--- config.mk ---
export PLATFORM = sky130hd
export DESIGN_NAME = sorted_priority_queue_unit
export DESIGN_NICKNAME = d
export VERILOG_FILES = /design/src/design/spq_pkg.sv /design/src/design/sorted_priority_queue_unit.sv /design/src/design/spq_ctrl.sv /design/src/design/spq_datapath.sv
export SDC_FILE = /design/constraint.sdc
export NUM_CORES = 2
export LEC_CHECK = 0
export BUFFER_PORTS_ARGS = -buffer_cell sky130_fd_sc_hd__buf_4
export CAP_MARGIN = 20
export CORE_MARGIN = 3
export CORE_UTILIZATION = 50
export DETAILED_ROUTE_END_ITERATION = 8
export PLACE_DENSITY_LB_ADDON = 0.3
export SETUP_SLACK_MARGIN = 0.05
export SLEW_MARGIN = 20
export SYNTH_ARGS = -nofsm -noshare
export SYNTH_HDL_FRONTEND = slang
export SYNTH_SLANG_ARGS = --single-unit
--- constraint.sdc ---
create_clock -name clk -period 5.3 [get_ports clk]
set_input_delay 1.06 -clock clk [delete_from_list [all_inputs] [get_ports clk]]
set_output_delay 1.06 -clock clk [all_outputs]
set_load 0.05 [all_outputs]
--- src/design/spq_pkg.sv ---
package spq_pkg;

  // Field widths of one request and one result.
  localparam int ValueW = 32;
  localparam int PrioW = 16;
  localparam int StatusW = 2;
  localparam int CountOutW = 5;

  // Request codes carried on the action field.
  localparam logic ACT_PUSH = 1'b0;
  localparam logic ACT_POP = 1'b1;

  // Result status codes.
  localparam logic [StatusW-1:0] ST_DONE = 2'd0;
  localparam logic [StatusW-1:0] ST_UNDERFLOW = 2'd1;
  localparam logic [StatusW-1:0] ST_OVERFLOW = 2'd2;

  // Controller states.
  typedef enum logic {
    STATE_IDLE,
    STATE_EXEC
  } spq_state_t;

  // Commands from the controller to the datapath.
  typedef struct packed {
    logic load_in;
    logic exec;
  } spq_cmd_t;

endpackage

--- src/design/sorted_priority_queue_unit.sv ---
// Sequence: the controller captures a request on its input transfer, and the parallel
// compare-and-shift cell row applies it in the execute state, which waits while an
// older result is still stalled; the new result then goes to the result register.
// A new request is not taken until the cell row has applied the previous one.
// A new request may be taken while the previous result waits for its transfer.
// Reset (rst, synchronous, active high) empties the queue and clears out_valid.
module sorted_priority_queue_unit #(
  parameter int CAPACITY = 16
) (
  input  logic                                 clk,
  input  logic                                 rst,
  input  logic                                 in_valid,
  output logic                                 in_stall,
  input  logic                                 action,
  input  logic signed [spq_pkg::ValueW-1:0]    value,
  input  logic signed [spq_pkg::PrioW-1:0]     priority_req,
  output logic                                 out_valid,
  input  logic                                 out_stall,
  output logic        [spq_pkg::StatusW-1:0]   status,
  output logic                                 is_empty,
  output logic        [spq_pkg::CountOutW-1:0] entry_count,
  output logic signed [spq_pkg::ValueW-1:0]    front_value,
  output logic signed [spq_pkg::PrioW-1:0]     front_priority,
  output logic signed [spq_pkg::ValueW-1:0]    rear_value
);
  import spq_pkg::*;

  spq_cmd_t cmd;

  // Sequencing of capture, update and result transfer.
  spq_ctrl u_ctrl (
    .clk       (clk),
    .rst       (rst),
    .in_valid  (in_valid),
    .in_stall  (in_stall),
    .out_valid (out_valid),
    .out_stall (out_stall),
    .cmd       (cmd)
  );

  // Sorted cell row and result register.
  spq_datapath #(
    .CAPACITY (CAPACITY)
  ) u_datapath (
    .clk            (clk),
    .rst            (rst),
    .cmd            (cmd),
    .action         (action),
    .value          (value),
    .priority_req   (priority_req),
    .status         (status),
    .is_empty       (is_empty),
    .entry_count    (entry_count),
    .front_value    (front_value),
    .front_priority (front_priority),
    .rear_value     (rear_value)
  );

endmodule

--- src/design/spq_ctrl.sv ---
module spq_ctrl (
  input  logic              clk,
  input  logic              rst,
  input  logic              in_valid,
  output logic              in_stall,
  output logic              out_valid,
  input  logic              out_stall,
  output spq_pkg::spq_cmd_t cmd
);
  import spq_pkg::*;

  spq_state_t state;
  spq_state_t state_next;
  logic       out_valid_next;
  logic       result_free;

  // The result register can take a new result when it is empty or being drained.
  assign result_free = !out_valid || !out_stall;

  // Next-state logic.
  always_comb begin
    state_next = state;
    case (state)
      STATE_IDLE: begin
        if (in_valid) begin
          state_next = STATE_EXEC;
        end
      end
      STATE_EXEC: begin
        if (result_free) begin
          state_next = STATE_IDLE;
        end
      end
      default: begin
        state_next = STATE_IDLE;
      end
    endcase
  end

  // Output decode.
  always_comb begin
    cmd.load_in = 1'b0;
    cmd.exec = 1'b0;
    in_stall = 1'b1;
    case (state)
      STATE_IDLE: begin
        in_stall = 1'b0;
        cmd.load_in = in_valid;
      end
      STATE_EXEC: begin
        cmd.exec = result_free;
      end
      default: begin
        in_stall = 1'b1;
      end
    endcase
  end

  // A result stays valid until its transfer completes.
  assign out_valid_next = cmd.exec ? 1'b1 : (out_valid && out_stall);

  always_ff @(posedge clk) begin
    if (rst) begin
      state <= STATE_IDLE;
      out_valid <= 1'b0;
    end else begin
      state <= state_next;
      out_valid <= out_valid_next;
    end
  end

endmodule

--- src/design/spq_datapath.sv ---
module spq_datapath #(
  parameter int CAPACITY = 16
) (
  input  logic                                 clk,
  input  logic                                 rst,
  input  spq_pkg::spq_cmd_t                    cmd,
  input  logic                                 action,
  input  logic signed [spq_pkg::ValueW-1:0]    value,
  input  logic signed [spq_pkg::PrioW-1:0]     priority_req,
  output logic        [spq_pkg::StatusW-1:0]   status,
  output logic                                 is_empty,
  output logic        [spq_pkg::CountOutW-1:0] entry_count,
  output logic signed [spq_pkg::ValueW-1:0]    front_value,
  output logic signed [spq_pkg::PrioW-1:0]     front_priority,
  output logic signed [spq_pkg::ValueW-1:0]    rear_value
);
  import spq_pkg::*;

  localparam int CountW = $clog2(CAPACITY + 1);

  // Captured request.
  logic                     req_action;
  logic signed [ValueW-1:0] req_value;
  logic signed [PrioW-1:0]  req_prio;

  // Sorted cell row, held count and a copy of the rear value.
  logic signed [ValueW-1:0] cell_value [CAPACITY];
  logic signed [PrioW-1:0]  cell_prio [CAPACITY];
  logic signed [ValueW-1:0] cell_value_next [CAPACITY];
  logic signed [PrioW-1:0]  cell_prio_next [CAPACITY];
  logic [CountW-1:0]        held_count;
  logic [CountW-1:0]        held_count_next;
  logic signed [ValueW-1:0] rear;
  logic signed [ValueW-1:0] rear_next;

  logic [CAPACITY-1:0]  occupied;
  logic [CAPACITY-1:0]  stays;
  logic                 full;
  logic                 empty;
  logic                 insert_tail;
  logic                 do_push;
  logic                 do_pop;
  logic [StatusW-1:0]   status_next;

  // Capture the request on its input transfer.
  always_ff @(posedge clk) begin
    if (cmd.load_in) begin
      req_action <= action;
      req_value <= value;
      req_prio <= priority_req;
    end
  end

  // Each cell compares its priority with the request in parallel.
  always_comb begin
    for (int i = 0; i < CAPACITY; i++) begin
      occupied[i] = CountW'(i) < held_count;
      stays[i] = occupied[i] && (cell_prio[i] <= req_prio);
    end
  end

  assign full = held_count == CountW'(CAPACITY);
  assign empty = held_count == '0;
  assign insert_tail = !(|(occupied & ~stays));
  assign do_push = (req_action == ACT_PUSH) && !full;
  assign do_pop = (req_action == ACT_POP) && !empty;

  // Insertion shifts the cells behind the new entry back by one; a pop shifts all forward.
  always_comb begin
    for (int i = 0; i < CAPACITY; i++) begin
      cell_value_next[i] = cell_value[i];
      cell_prio_next[i] = cell_prio[i];
      if (do_push && !stays[i]) begin
        if (i == 0) begin
          cell_value_next[i] = req_value;
          cell_prio_next[i] = req_prio;
        end else if (stays[(i > 0) ? i - 1 : 0]) begin
          cell_value_next[i] = req_value;
          cell_prio_next[i] = req_prio;
        end else begin
          cell_value_next[i] = cell_value[(i > 0) ? i - 1 : 0];
          cell_prio_next[i] = cell_prio[(i > 0) ? i - 1 : 0];
        end
      end else if (do_pop && (i < CAPACITY - 1)) begin
        cell_value_next[i] = cell_value[(i < CAPACITY - 1) ? i + 1 : i];
        cell_prio_next[i] = cell_prio[(i < CAPACITY - 1) ? i + 1 : i];
      end
    end
  end

  // Count, rear and status for this request.
  always_comb begin
    held_count_next = held_count;
    rear_next = rear;
    status_next = ST_DONE;
    if (req_action == ACT_PUSH) begin
      if (full) begin
        status_next = ST_OVERFLOW;
      end else begin
        held_count_next = held_count + CountW'(1);
        if (insert_tail) begin
          rear_next = req_value;
        end
      end
    end else begin
      if (empty) begin
        status_next = ST_UNDERFLOW;
      end else begin
        held_count_next = held_count - CountW'(1);
      end
    end
  end

  // Queue state update.
  always_ff @(posedge clk) begin
    if (rst) begin
      held_count <= '0;
    end else if (cmd.exec) begin
      held_count <= held_count_next;
    end
  end

  always_ff @(posedge clk) begin
    if (cmd.exec) begin
      rear <= rear_next;
      for (int i = 0; i < CAPACITY; i++) begin
        cell_value[i] <= cell_value_next[i];
        cell_prio[i] <= cell_prio_next[i];
      end
    end
  end

  // Result register; empty queues show zero payload.
  always_ff @(posedge clk) begin
    if (cmd.exec) begin
      status <= status_next;
      is_empty <= held_count_next == '0;
      entry_count <= CountOutW'(held_count_next);
      if (held_count_next == '0) begin
        front_value <= '0;
        front_priority <= '0;
        rear_value <= '0;
      end else begin
        front_value <= cell_value_next[0];
        front_priority <= cell_prio_next[0];
        rear_value <= rear_next;
      end
    end
  end

endmodule
==> flow_metrics.py <==
metrics = {
    "clock_tree": {
        "clock_path_buffers": 3,
        "htree_levels": 3,
        "clkLatencyLatePin_ns": 0.70,
        "cts_buffers": 103,
        "cts-resized-gates": 0,
        "cts_tree": "done",
        "cts.clk_slew.worst_paths_ns": 0.06,
        "post_cts_buffers": 0,
        "cts_hold_buf": 0,
        "cts.sinks": 944,
        "clock_tree.root_cell": "clkbuf_16",
    },
    "worst_setup_path": {
        "crit_type": "reg2reg",
        "reg2reg_setup_slack_ns": 0.51,
        "critical_path_arrival_ns": 5.32,
        "cp_max_fo": 14,
        "required_ns": 5.83,
        "cp-end-kind": "flop",
        "cp-start-kind": "flop",
    },
    "global_routing": {
        "grt_antenna_before_repair": 1,
        "grt_first_pass_wirelength_um": 198000,
        "grt_pass1_vias": 33497,
        "grt_max_degree": 97,
        "grt.overflow.total": 0,
        "track_usage_pct": 23.1,
    },
    "synthesis": {
        "synth_edf_count": 937,
        "postSynthCellCount": 4654,
        "syn_nets": 4966,
        "synthFlopType": "edfxtp_1",
        "ys_seq_area_share_pct": 54.9,
        "ys_warn_count": 0,
        "postSynthAreaPerCell_um2": 11.1,
        "ys_types": 68,
        "netlist_area_um2": 51500,
        "synth-async-reset-ratio_pct": 0,
        "ys_seq_elements": 944,
    },
    "drt": {
        "vias_per_cell": 5.83,
        "drt-wirelength-per-cell_um": 20.9,
        "wl_um": 127000,
        "first_pass_iters": 5,
        "vias": 35482,
        "drc": 0,
        "postRouteAntennaNets": 0,
        "drtIter0Drc": 3084,
    },
    "timing": {
        "slew_violations": 0,
        "final_hold_viol_count": 0,
        "min_period_ns": 4.79,
        "setup_viol": 0,
        "slew_headroom_pct": 34.0,
        "holdWs_ns": 0.520,
        "clock-skew-final_ns": 0.0420,
        "tns_ns": 0,
        "rsz0062_at_grt": "no",
        "worstMarginPinSlew_ns": 0.990,
        "fin_crit_sh_pct": 90.4,
        "clock.fmax_mhz": 209,
    },
    "die": {
        "coreArea_um2": 102000,
        "die_y_um": 327,
        "ios": 143,
        "num_rows": 117,
        "fp.dieW_um": 327,
        "initial_core_util_pct": 50.5,
        "die_area_um2": 107000,
    },
    "pwr": {
        "p_switching_mw": 5.44,
        "switching_share_pct": 27.5,
        "pwr-share-clk_pct": 37.5,
        "p_seq_share_pct": 47.4,
        "p_per_area_nw_per_um2": 343,
        "comb_power_share_pct": 15.1,
        "p_total_mw": 19.8,
        "vdd_drop_max_mv": 0.279,
        "p_int_mw": 14.3,
        "power.leakage_nw": 21.5,
    },
    "placement": {
        "dp_hpwl_um": 90900,
        "numPortBuffers": 142,
        "gpl.final_weighted_congestion": 0.881,
    },
    "min_path": {
        "min_path_type": "reg2reg",
    },
    "cells_and_area": {
        "postLayoutCoreUtil_pct": 56.5,
        "syn_to_final_growth_pct": 11.8,
        "diodes": 0,
        "drive_gt1_share_pct": 11.2,
        "nets": 4943,
    },
    "flow_run": {
        "drv_cap": 0,
    },
    "outcome": {
        "status": "finished, final reports clean",
    },
}
## worst paths after layout
kind | start | to | cells after the start
worst max-delay path | u_datapath.req_prio[15]$_DFFE_PP_ | u_datapath.rear_value[15]$_SDFFCE_PP0P_ | 14
worst min register to register | u_ctrl.out_valid$_SDFF_PP0_ | u_ctrl.out_valid$_SDFF_PP0_ | 2
worst max register to register | u_datapath.req_prio[15]$_DFFE_PP_ | u_datapath.rear_value[15]$_SDFFCE_PP0P_ | 14
worst min-delay path | u_ctrl.out_valid$_SDFF_PP0_ | u_ctrl.out_valid$_SDFF_PP0_ | 2
## logic make-up after synthesis
logic type,synth area share [%]
AOI/OAI and AO/OA,12.5
and+or+nand+nor,9.60
DFF,54.9
muxes,13.3
buffers and inverters,3.33
adders and majority gates,6.29
xor gates and xnor gates,0.102
## cell usage after synthesis (8+ instances only)
library cell	count	area, um^2
nand3_2	30	300
mux2i_1	648	6490
nor4_1	11	68.8
a21oi_1	468	2340
o211ai_1	20	150
nor2_1	362	1360
nor2b_1	23	144
clkbuf_1	287	1080
nand3_1	16	80.1
ha_1	259	3240
nor3_1	13	65.1
and2_1	8	50.1
nand4_1	55	344
a21o_1	37	278
o21ai_0	534	2670
buf_1	29	109
buf_2	56	280
o21ai_1	19	95.1
o21a_1	55	413
edfxtp_1	937	28100
nand2_1	591	2220
nand2b_1	14	87.6
inv_1	47	176
mux2_2	33	372
## sequential cells by signal, summed over array words and instances, names as in the netlist, 16 cells and up
signal                     count
u_datapath.cell_prio         256
u_datapath.cell_value        512
u_datapath.front_priority     16
u_datapath.front_value        32
u_datapath.rear               32
u_datapath.rear_value         32
u_datapath.req_prio           16
u_datapath.req_value          32
## critical path: stages (launching register included)
cell and delay, ns:
edfxtp_1 0.39, inv_1 0.35, buf_4 0.32, ha_1 0.21, nand4_1 0.19, or4_1 0.66, a21oi_1 0.17, nor3_1 0.08
xnor2_1 0.46, o32ai_1 0.24, nor3_1 0.46, and4_4 0.50, buf_4 0.30, nand3_2 0.11, a21oi_1 0.19
## power by group through the flow
stage / Combinational (mW) / Clock [mW] / Sequential, mW
6_report: 2.99 / 7.41 / 9.37
4_1_cts: 2.98 / 7.55 / 9.35
5_1_grt: 3.31 / 7.84 / 9.41
3_3_place_gp: 2.88 / 0 / 9.49
3_5_place_dp: 2.96 / 0 / 9.50
2_1_floorplan: 1.97 / 0 / 9.56
## routing by layer
layer,GRT usage [%],share of wire [%]
met2,32.6,41
met5,0,0
met4,6.03,2.0
met3,3.59,7.4
met1,36.9,50
## layout make-up
cell class                      instances  area [um^2]
Inverter                               47          184
Clock inverter                         75          845
Sequential cell                       944        28300
Timing Repair Buffer                  248         2000
Fill cell                            8615        44400
Tap cell                             1368         1710
Clock buffer                          115         2640
Multi-Input combinational cell       3287        21900
## placed cells by master (no fill, tap or decap), types with 9 or more instances in the layout
| cell | count |
|---|---|
| o21ai_0 | 534 |
| nand2b_1 | 9 |
| ha_1 | 259 |
| nor4_1 | 11 |
| nor3_1 | 10 |
| o21a_1 | 55 |
| nand3_2 | 30 |
| mux2_2 | 33 |
| buf_4 | 237 |
| nand3_1 | 16 |
| clkinv_1 | 26 |
| o211ai_1 | 20 |
| a21o_1 | 35 |
| nor2_1 | 357 |
| clkinv_2 | 20 |
| nand2_1 | 588 |
| edfxtp_1 | 937 |
| nand4_1 | 55 |
| bufinv_16 | 15 |
| a21oi_1 | 453 |
| a21oi_4 | 15 |
| inv_1 | 46 |
| clkbuf_1 | 11 |
| o21ai_1 | 15 |
| clkbuf_16 | 104 |
| buf_12 | 11 |
| nor2b_1 | 20 |
| mux2i_1 | 648 |
## metrics by stage
step | setup slack, ns | cell area [um^2] | instances
after floorplan | 0.250 | 51600 | 4654
after global placement | 0.485 | 54100 | 5894
after detailed placement | 0.467 | 54100 | 5894
after CTS | 0.470 | 57600 | 6084
after global routing | 0.200 | 57600 | 6084
final | 0.507 | 57600 | 6084
No activity file was read; power rests on OpenSTA's default activity.
